$ cat src/design/ddasc_pkg.sv
package ddasc_pkg;

	// Number of decimal digits in each operand and in each result.
	localparam int NUM_DIGITS = 40;
	// Load counter holds 0..NUM_DIGITS, digit index holds 0..NUM_DIGITS-1.
	localparam int CNT_W = $clog2(NUM_DIGITS + 1);
	localparam int IDX_W = $clog2(NUM_DIGITS);

	localparam logic [3:0] DIGIT_MAX = 4'd9;
	localparam logic [4:0] RADIX = 5'd10;

	// Stream widths: input op + two digits padded to bytes, output one digit.
	localparam int IN_DATA_W = 16;
	localparam int OUT_DATA_W = 8;
	localparam int OUT_USER_W = 5;

	typedef enum logic {
		OP_ADD = 1'b0,
		OP_SUB = 1'b1
	} op_t;

	// Operand relation and status, fixed once the last pair is loaded.
	typedef struct packed {
		logic under;
		logic less;
		logic equal;
		logic greater;
		logic zero;
	} flags_t;

	// One queued operation: which digit bank it uses and how many pairs it holds.
	typedef struct packed {
		op_t op;
		logic bank;
		logic [CNT_W-1:0] count;
		flags_t flags;
	} desc_t;

	// Digit pair write from the front end into the operand memory.
	typedef struct packed {
		logic en;
		logic bank;
		logic [IDX_W-1:0] idx;
		logic [3:0] a;
		logic [3:0] b;
	} mem_wr_t;

	// The back end has read the last digit of a bank, which may be reloaded.
	typedef struct packed {
		logic en;
		logic bank;
	} release_t;

	typedef enum logic {
		BK_IDLE,
		BK_RUN
	} back_state_t;

	// Digit codes above nine count as nine.
	function automatic logic [3:0] clamp_digit(input logic [3:0] d);
		clamp_digit = (d > DIGIT_MAX) ? DIGIT_MAX : d;
	endfunction

endpackage

$ cat src/design/decimal_digit_add_sub_compare_core.sv
// Decimal add, subtract and compare on two unsigned NUM_DIGITS-digit numbers.
// Input stream (s_*): one request per digit pair, least significant first;
// s_tdata carries op, digit_a and digit_b, s_tlast marks the most significant
// pair and starts the operation (op is taken from that request). Digits above
// nine count as nine, pairs beyond NUM_DIGITS are dropped, and positions not
// loaded before the last pair count as zero.
// Output stream (m_*): NUM_DIGITS result requests, least significant digit
// first, m_tlast on the most significant one; m_tuser repeats the underflow
// and compare flags on every request.
// Timing: while s_tready is high the front end takes one pair per cycle into
// one of two operand banks. After the last pair the operation passes the queue,
// the memory read stage and the output register; then, while the receiver is
// ready, one digit per cycle follows, NUM_DIGITS in all, read through the single
// read port of the operand memory. The second bank lets the next operation load
// while the current one drains; a third waits until the older bank is read out.
// Reset clears all control state; no operation is pending afterward. When the
// receiver stalls, the output register holds its digit, the back end stops
// reading, and once both banks are in use s_tready drops.
module decimal_digit_add_sub_compare_core (
	input  logic                                 clk,
	input  logic                                 arst_n,
	input  logic                                 s_tvalid,
	output logic                                 s_tready,
	// [0] op, [4:1] digit_a, [8:5] digit_b, [15:9] zero
	input  logic [ddasc_pkg::IN_DATA_W-1:0]      s_tdata,
	input  logic                                 s_tlast,
	output logic                                 m_tvalid,
	input  logic                                 m_tready,
	// [3:0] result_digit, [7:4] zero
	output logic [ddasc_pkg::OUT_DATA_W-1:0]     m_tdata,
	output logic                                 m_tlast,
	// [0] underflow, [1] first_less, [2] first_equal, [3] first_greater,
	// [4] first_is_zero
	output logic [ddasc_pkg::OUT_USER_W-1:0]     m_tuser
);

	logic                 push;
	ddasc_pkg::desc_t     push_data;
	logic                 q_full;
	logic                 q_pop;
	ddasc_pkg::desc_t     q_data;
	logic                 q_empty;
	ddasc_pkg::mem_wr_t   mem_wr;
	ddasc_pkg::release_t  rel;

	// Loading and classification of digit pairs.
	ddasc_front u_front (
		.clk       (clk),
		.arst_n    (arst_n),
		.s_tvalid  (s_tvalid),
		.s_tready  (s_tready),
		.s_tdata   (s_tdata),
		.s_tlast   (s_tlast),
		.push      (push),
		.push_data (push_data),
		.q_full    (q_full),
		.mem_wr    (mem_wr),
		.rel       (rel)
	);

	// Pending operations between the two halves.
	ddasc_queue u_queue (
		.clk       (clk),
		.arst_n    (arst_n),
		.push      (push),
		.push_data (push_data),
		.full      (q_full),
		.pop       (q_pop),
		.pop_data  (q_data),
		.empty     (q_empty)
	);

	// Digit-serial arithmetic and result stream.
	ddasc_back u_back (
		.clk      (clk),
		.arst_n   (arst_n),
		.q_empty  (q_empty),
		.q_pop    (q_pop),
		.q_data   (q_data),
		.mem_wr   (mem_wr),
		.rel      (rel),
		.m_tvalid (m_tvalid),
		.m_tready (m_tready),
		.m_tdata  (m_tdata),
		.m_tlast  (m_tlast),
		.m_tuser  (m_tuser)
	);

endmodule

$ cat src/design/ddasc_queue.sv
module ddasc_queue (
	input  logic              clk,
	input  logic              arst_n,
	input  logic              push,
	input  ddasc_pkg::desc_t  push_data,
	output logic              full,
	input  logic              pop,
	output ddasc_pkg::desc_t  pop_data,
	output logic              empty
);

	ddasc_pkg::desc_t entry_q [2];
	logic             wr_ptr_q;
	logic             rd_ptr_q;
	logic [1:0]       count_q;

	assign full     = (count_q == 2'd2);
	assign empty    = (count_q == 2'd0);
	assign pop_data = entry_q[rd_ptr_q];

	// Pointer and fill bookkeeping.
	always_ff @(posedge clk or negedge arst_n) begin
		if (!arst_n) begin
			wr_ptr_q <= 1'b0;
			rd_ptr_q <= 1'b0;
			count_q  <= 2'd0;
		end else begin
			if (push && !full) begin
				wr_ptr_q <= ~wr_ptr_q;
			end
			if (pop && !empty) begin
				rd_ptr_q <= ~rd_ptr_q;
			end
			priority if ((push && !full) && !(pop && !empty)) begin
				count_q <= count_q + 2'd1;
			end else if (!(push && !full) && (pop && !empty)) begin
				count_q <= count_q - 2'd1;
			end
		end
	end

	// Entry storage.
	always_ff @(posedge clk) begin
		if (push && !full) begin
			entry_q[wr_ptr_q] <= push_data;
		end
	end

endmodule

$ cat src/design/ddasc_front.sv
module ddasc_front (
	input  logic                                clk,
	input  logic                                arst_n,
	input  logic                                s_tvalid,
	output logic                                s_tready,
	input  logic [ddasc_pkg::IN_DATA_W-1:0]     s_tdata,
	input  logic                                s_tlast,
	output logic                                push,
	output ddasc_pkg::desc_t                    push_data,
	input  logic                                q_full,
	output ddasc_pkg::mem_wr_t                  mem_wr,
	input  ddasc_pkg::release_t                 rel
);

	logic [ddasc_pkg::CNT_W-1:0] load_count_q;
	logic                        wr_bank_q;
	logic [1:0]                  busy_q;
	logic                        less_q;
	logic                        greater_q;
	logic                        nonzero_q;

	logic                        accept;
	logic                        room;
	ddasc_pkg::op_t              op_in;
	logic [3:0]                  da;
	logic [3:0]                  db;
	logic [ddasc_pkg::CNT_W-1:0] count_n;
	logic                        less_n;
	logic                        greater_n;
	logic                        nonzero_n;
	logic [1:0]                  busy_n;

	// A bank may be loaded only after the back end has finished reading it.
	assign s_tready = !busy_q[wr_bank_q] && !q_full;
	assign accept   = s_tvalid && s_tready;

	assign op_in = ddasc_pkg::op_t'(s_tdata[0]);
	assign da    = ddasc_pkg::clamp_digit(s_tdata[4:1]);
	assign db    = ddasc_pkg::clamp_digit(s_tdata[8:5]);
	assign room  = (load_count_q < ddasc_pkg::CNT_W'(ddasc_pkg::NUM_DIGITS));

	// Running compare: digits arrive least significant first, so a
	// differing pair at a higher position overrides what came before.
	always_comb begin
		less_n    = less_q;
		greater_n = greater_q;
		nonzero_n = nonzero_q;
		count_n   = load_count_q;
		if (room) begin
			count_n = load_count_q + ddasc_pkg::CNT_W'(1);
			if (da != db) begin
				less_n    = (da < db);
				greater_n = !(da < db);
			end
			if (da != 4'd0) begin
				nonzero_n = 1'b1;
			end
		end
	end

	// Digit pair write into the current bank.
	always_comb begin
		mem_wr.en   = accept && room;
		mem_wr.bank = wr_bank_q;
		mem_wr.idx  = load_count_q[ddasc_pkg::IDX_W-1:0];
		mem_wr.a    = da;
		mem_wr.b    = db;
	end

	// The last pair hands the finished operation to the queue.
	always_comb begin
		push                  = accept && s_tlast;
		push_data.op          = op_in;
		push_data.bank        = wr_bank_q;
		push_data.count       = count_n;
		push_data.flags.under = (op_in == ddasc_pkg::OP_SUB) && less_n;
		push_data.flags.less  = less_n;
		push_data.flags.equal = !less_n && !greater_n;
		push_data.flags.greater = greater_n;
		push_data.flags.zero  = !nonzero_n;
	end

	// Bank ownership: released by the back end, claimed by the last pair.
	always_comb begin
		busy_n = busy_q;
		if (rel.en) begin
			busy_n[rel.bank] = 1'b0;
		end
		if (accept && s_tlast) begin
			busy_n[wr_bank_q] = 1'b1;
		end
	end

	// Load state and bank ownership.
	always_ff @(posedge clk or negedge arst_n) begin
		if (!arst_n) begin
			load_count_q <= '0;
			wr_bank_q    <= 1'b0;
			busy_q       <= 2'b00;
			less_q       <= 1'b0;
			greater_q    <= 1'b0;
			nonzero_q    <= 1'b0;
		end else begin
			busy_q <= busy_n;
			if (accept) begin
				if (s_tlast) begin
					load_count_q <= '0;
					less_q       <= 1'b0;
					greater_q    <= 1'b0;
					nonzero_q    <= 1'b0;
					wr_bank_q    <= ~wr_bank_q;
				end else begin
					load_count_q <= count_n;
					less_q       <= less_n;
					greater_q    <= greater_n;
					nonzero_q    <= nonzero_n;
				end
			end
		end
	end

endmodule

$ cat src/design/ddasc_back.sv
module ddasc_back (
	input  logic                                 clk,
	input  logic                                 arst_n,
	input  logic                                 q_empty,
	output logic                                 q_pop,
	input  ddasc_pkg::desc_t                     q_data,
	input  ddasc_pkg::mem_wr_t                   mem_wr,
	output ddasc_pkg::release_t                  rel,
	output logic                                 m_tvalid,
	input  logic                                 m_tready,
	output logic [ddasc_pkg::OUT_DATA_W-1:0]     m_tdata,
	output logic                                 m_tlast,
	output logic [ddasc_pkg::OUT_USER_W-1:0]     m_tuser
);

	typedef struct packed {
		ddasc_pkg::op_t    op;
		ddasc_pkg::flags_t flags;
		logic              first;
		logic              final_pos;
		logic              blank;
	} s1_ctl_t;

	// Operand memory: two banks, one digit pair per entry.
	logic [7:0]                  mem_q [2][ddasc_pkg::NUM_DIGITS];

	ddasc_pkg::back_state_t      state_q;
	ddasc_pkg::back_state_t      state_n;
	ddasc_pkg::desc_t            desc_q;
	logic [ddasc_pkg::IDX_W-1:0] idx_q;
	logic                        is_final_idx;

	logic                        valid_s1;
	logic [3:0]                  rd_a_s1;
	logic [3:0]                  rd_b_s1;
	s1_ctl_t                     ctl_s1;

	logic                        out_valid_q;
	logic [3:0]                  digit_q;
	logic                        final_q;
	ddasc_pkg::flags_t           flags_q;
	logic                        carry_q;

	logic                        out_free;
	logic                        adv;
	logic                        issue;
	logic [3:0]                  a_eff;
	logic [3:0]                  b_eff;
	logic [4:0]                  cin;
	logic [4:0]                  sum;
	logic [4:0]                  diff;
	logic [3:0]                  res_digit;
	logic                        carry_out;

	assign out_free     = !out_valid_q || m_tready;
	assign adv          = valid_s1 && out_free;
	assign issue        = (state_q == ddasc_pkg::BK_RUN) && (!valid_s1 || out_free);
	assign is_final_idx = (idx_q == ddasc_pkg::IDX_W'(ddasc_pkg::NUM_DIGITS - 1));

	// Sequencer: take one operation, then walk its digit positions.
	always_comb begin
		state_n  = state_q;
		q_pop    = 1'b0;
		rel.en   = 1'b0;
		rel.bank = desc_q.bank;
		unique case (state_q)
			ddasc_pkg::BK_IDLE: begin
				if (!q_empty) begin
					q_pop   = 1'b1;
					state_n = ddasc_pkg::BK_RUN;
				end
			end
			ddasc_pkg::BK_RUN: begin
				if (issue && is_final_idx) begin
					rel.en  = 1'b1;
					state_n = ddasc_pkg::BK_IDLE;
				end
			end
			default: begin
				state_n = ddasc_pkg::BK_IDLE;
			end
		endcase
	end

	always_ff @(posedge clk or negedge arst_n) begin
		if (!arst_n) begin
			state_q <= ddasc_pkg::BK_IDLE;
		end else begin
			state_q <= state_n;
		end
	end

	// Operation descriptor and position counter.
	always_ff @(posedge clk or negedge arst_n) begin
		if (!arst_n) begin
			idx_q <= '0;
		end else if (q_pop) begin
			idx_q <= '0;
		end else if (issue) begin
			idx_q <= idx_q + ddasc_pkg::IDX_W'(1);
		end
	end

	always_ff @(posedge clk) begin
		if (q_pop) begin
			desc_q <= q_data;
		end
	end

	// Memory write from the front end, registered read for the sequencer.
	always_ff @(posedge clk) begin
		if (mem_wr.en) begin
			mem_q[mem_wr.bank][mem_wr.idx] <= {mem_wr.a, mem_wr.b};
		end
		if (issue) begin
			{rd_a_s1, rd_b_s1} <= mem_q[desc_q.bank][idx_q];
		end
	end

	// Read stage control, moving along with the read data.
	always_ff @(posedge clk or negedge arst_n) begin
		if (!arst_n) begin
			valid_s1 <= 1'b0;
		end else if (issue) begin
			valid_s1 <= 1'b1;
		end else if (adv) begin
			valid_s1 <= 1'b0;
		end
	end

	always_ff @(posedge clk) begin
		if (issue) begin
			ctl_s1.op        <= desc_q.op;
			ctl_s1.flags     <= desc_q.flags;
			ctl_s1.first     <= (idx_q == '0);
			ctl_s1.final_pos <= is_final_idx;
			ctl_s1.blank     <= (ddasc_pkg::CNT_W'(idx_q) >= desc_q.count);
		end
	end

	// One decimal digit with carry or borrow; positions never loaded are zero, and an underflow gives zero.
	always_comb begin
		a_eff     = ctl_s1.blank ? 4'd0 : rd_a_s1;
		b_eff     = ctl_s1.blank ? 4'd0 : rd_b_s1;
		cin       = {4'd0, (ctl_s1.first ? 1'b0 : carry_q)};
		sum       = {1'b0, a_eff} + {1'b0, b_eff} + cin;
		diff      = {1'b0, a_eff} + ddasc_pkg::RADIX - cin - {1'b0, b_eff};
		res_digit = 4'd0;
		carry_out = 1'b0;
		unique case (ctl_s1.op)
			ddasc_pkg::OP_ADD: begin
				carry_out = (sum >= ddasc_pkg::RADIX);
				res_digit = carry_out ? 4'(sum - ddasc_pkg::RADIX) : sum[3:0];
			end
			ddasc_pkg::OP_SUB: begin
				carry_out = (diff < ddasc_pkg::RADIX);
				res_digit = carry_out ? diff[3:0] : 4'(diff - ddasc_pkg::RADIX);
			end
			default: begin
				carry_out = 1'b0;
				res_digit = 4'd0;
			end
		endcase
		if (ctl_s1.flags.under) begin
			res_digit = 4'd0;
		end
	end

	// Output register; holds while the receiver stalls.
	always_ff @(posedge clk or negedge arst_n) begin
		if (!arst_n) begin
			out_valid_q <= 1'b0;
		end else if (adv) begin
			out_valid_q <= 1'b1;
		end else if (m_tready) begin
			out_valid_q <= 1'b0;
		end
	end

	always_ff @(posedge clk) begin
		if (adv) begin
			digit_q <= res_digit;
			final_q <= ctl_s1.final_pos;
			flags_q <= ctl_s1.flags;
			carry_q <= carry_out;
		end
	end

	assign m_tvalid = out_valid_q;
	assign m_tdata  = {(ddasc_pkg::OUT_DATA_W - 4)'(0), digit_q};
	assign m_tlast  = final_q;
	assign m_tuser  = {flags_q.zero, flags_q.greater, flags_q.equal,
			flags_q.less, flags_q.under};

endmodule

$ cat config.mk
export PLATFORM = sky130hd
export DESIGN_NAME = decimal_digit_add_sub_compare_core
export DESIGN_NICKNAME = d
export VERILOG_FILES = /design/src/design/ddasc_pkg.sv /design/src/design/decimal_digit_add_sub_compare_core.sv /design/src/design/ddasc_queue.sv /design/src/design/ddasc_front.sv /design/src/design/ddasc_back.sv
export SDC_FILE = /design/constraint.sdc
export NUM_CORES = 1
export LEC_CHECK = 0
export ABC_AREA = 1
export BUFFER_PORTS_ARGS = -buffer_cell sky130_fd_sc_hd__buf_2
export CAP_MARGIN = 20
export CORE_MARGIN = 2
export CORE_UTILIZATION = 45
export DETAILED_ROUTE_END_ITERATION = 7
export PLACE_DENSITY = 0.65
export SLEW_MARGIN = 10
export SYNTH_ARGS = -nofsm -noshare
export SYNTH_HDL_FRONTEND = slang
export SYNTH_HIERARCHICAL = 1
export SYNTH_SLANG_ARGS = --single-unit
$ cat constraint.sdc
create_clock -name clk -period 2.6 [get_ports clk]
set_input_delay 0 -clock clk [delete_from_list [all_inputs] [get_ports clk]]
set_output_delay 0 -clock clk [all_outputs]
set_load 0.03 [all_outputs]
==> flow_summary.toml <==
[clocking]
clk_path_buf_depth = 3
cts-root-buf = "clkbuf_16"
clk_pin_slew_ns = 0.06
cts_buffers = 76
htreeDepth = 3
cts_sinks = 733
cts_tree = "built"
worstSkewPairLatency_ns = 0.62

[yosys]
synth_flop_cell = "edfxtp_1"
synth_edf_count = 707
ys_warn_count = 6
synth_area_sq_um = 30800
avgSynthCellArea_sq_um = 11.5
ys_async_sr_fraction = 0.0341
ys_types = 44
ys_ff_latch = 733
yosysSeqAreaShare = 0.710
syn_inst = 2690

[job]
maxCapViolCount = 0

[setup_path]
path_class = "flip-flop to flip-flop"
critical_path_depth = 15
r2r_end = "u_back/digit_q[2]"
r2r_cells = 15
critPathRequiredTime_ns = 2.96
cpPeakStageDelay_ns = 0.52
crit_fanout = 6
start_kind = "flip-flop"
critPathCaptureType = "flip-flop"
cp-startpoint = "u_back/ctl_s1[0]"
worstPathArrival_ns = 3.21
crit_slowest_cell = "fa_2"
critPathTopFamily = "adder cells"
path_buf_inv = 5
rrSetupSlack_ns = -0.25
cp_common_cell = "inv_2"
path_cells = "inv_4 -> nand2_2 -> inv_2 -> ha_4 -> inv_2 -> fa_1 -> ha_2 -> fa_2 -> inv_2 -> nor2_2 -> inv_2 -> nand2_4 -> a21oi_2 -> o21ai_1 -> a21oi_1"
r2r_start = "u_back/ctl_s1[0]"

[timing]
worst_slack_ns = -0.250
worstMarginPinSlew_ns = 1.14
period_share = 1.10
max_slew_margin = 0.238
fin_skew_ns = 0.0201
final_max_slew_viol_count = 0
fin_crit_ns = 2.85
rsz0062_at_grt = "true"
holdWs_ns = 0.0460
hold_viol_final = 0
max_freq_mhz = 351
setup-violations-final = 4

[cells_and_area]
layout_commonest_cell = "edfxtp_1"
final_cell_mix = "edfxtp_1, nor2_1, nand2_1, o21ai_0, nand3_1"
insertedDiodeCount = 0
syn_to_final_growth_pct = 14.9
fin_nets = 2870
drive_above_1_share = 0.131

[route]
ant_nets = 0
via_per_inst = 5.52
drc = 0
wl_um = 76300
drtPass1Iterations = 5
wl_per_cell_um = 20.3
drtIter0Drc = 2096
dr_total_vias = 20700

[placed_design]
numPortBuffers = 25
gp_congestion = 0.901
post-dp-hpwl_um = 45800

[pwr]
leakage_nw = 12.7
p_per_area_nw_per_um2 = 899
peakVddDrop_v = 0.000575
total_power_mw = 31.8

[hold_path]
hp-class = "input pin to flip-flop"
hold_path_depth = 4
hp-start = "s_tdata[6]"
holdPathEnd = "u_back/mem_q[1][145]"

[global_route]
grt.overflow.total = 0
grt_start_max_net_pins = 110
grt_pass1_vias = 20400
antenna_found_initial = 0
grt_pass1_wl_um = 118000
grt_util_all_layers = 0.218

[floorplan]
rows = 95
fp.dieH_um = 266
initial_core_util = 0.456
die_w_um = 266
die_area_sq_um = 70600
num_io_pins = 37
fp.coreArea_sq_um = 67500

[status]
status = "finished with violations"
violations = "negative setup slack"
==> metal layers <==
layer  share of wire  wire length (um)  track usage
met5               0                 0            0
met4           0.032              2440       0.0777
met3           0.074              5650       0.0299
met2            0.48             36500        0.359
met1            0.41             31600        0.298
==> timing repair <==
item                                    CTS  global route
endpoints found under the hold margin    79             0
pin swaps                                13             7
endpoints found under the setup margin    4            36
buffers inserted                         10             2
resized for setup                        14            22
hold buffers                             13             0
==> power by group <==
part	switching, mW	internal [mW]	leakage, nW	total (mW)
Clock	4.41	5.73	1.11	10.1
Combinational	5.18	2.60	4.86	7.78
Sequential	0.388	13.5	6.71	13.9
==> how the worst max path moves through the flow <==
| stage | end |
|---|---|
| after floorplan | u_back/mem_q[0][288] |
| after global placement | u_back/digit_q[1] |
| after detailed placement | u_back/digit_q[2] |
| after CTS | u_back/digit_q[2] |
| after global routing | u_back/digit_q[2] |
| final | u_back/digit_q[2] |
==> synthesized netlist by cell type (all sizes together), types with 2 or more instances <==
library cell	number	area [sq um]
dfrtp	25	626
and2	2	12.5
nand4	3	33.8
xor2	4	42.6
xnor2	4	35.0
nand2	333	1250
o211ai	57	428
nand3	195	991
buf	86	493
edfxtp	707	21200
clkinv	2	7.51
o21bai	2	15.0
inv	126	473
or2	2	12.5
nor2	611	2320
o21ai	334	1700
a21oi	14	70.1
fa	3	60.1
clkbuf	76	285
nor3	70	350
ha	24	300
==> flip-flops by register name, indices dropped and copies added, names as in the netlist, 2 cells and up, named ones only <==
signal	flops
u_back/rd_a_s1	4
u_back/ctl_s1	9
u_back/rd_b_s1	4
u_front/load_count_q	6
u_back/desc_q	12
u_back/digit_q	4
u_queue/count_q	2
u_back/mem_q	640
u_back/m_tuser	5
u_back/idx_q	6
u_queue/entry_q	26
u_front/busy_q	2
==> cells by family (layout without fill, tap and decap cells) <==
family	Yosys count	in the layout	share of synthesized area
AO/OA/AOI/OAI	410	410	0.0724
other	1	4	0.000122
adder cells (fa/ha/maj)	27	27	0.0117
AND/OR/NAND/NOR	1220	1220	0.162
XOR/XNOR	8	8	0.00252
buffers and inverters	290	477	0.0408
multiplexers	1	1	0.000325
flip-flops	733	733	0.710
==> final cells by class <==
cell class                      instances  area, sq um
Fill cell                            5651        32100
Sequential cell                       733        21900
Multi-Input combinational cell       1670         7860
Clock buffer                          101         2040
Timing Repair Buffer                  213         1780
Tap cell                              873         1090
Inverter                              128          493
Clock inverter                         35          259
==> worst register-to-register path, stage by stage (launching register included) <==
cell	delay (ns)
edfxtp_1	0.43
inv_4	0.13
nand2_2	0.07
inv_2	0.08
ha_4	0.12
inv_2	0.03
fa_1	0.45
ha_2	0.20
fa_2	0.52
inv_2	0.04
nor2_2	0.08
inv_2	0.06
nand2_4	0.10
a21oi_2	0.07
o21ai_1	0.11
a21oi_1	0.10
==> per-stage QoR <==
stage	setup TNS (ns)	cells	utilization	setup WS, ns	area (sq um)
after global routing	-1.18	3753	0.525	-0.350	35400
after CTS	-0.661	3751	0.523	-0.224	35300
after detailed placement	-1.05	3592	0.486	-0.327	32800
after floorplan	-9.44	2693	-	-0.148	30900
final	-0.768	3753	0.525	-0.250	35400
after global placement	-0.345	3592	0.486	-0.130	32800
Note: power is estimated with default switching activity, not from simulation.
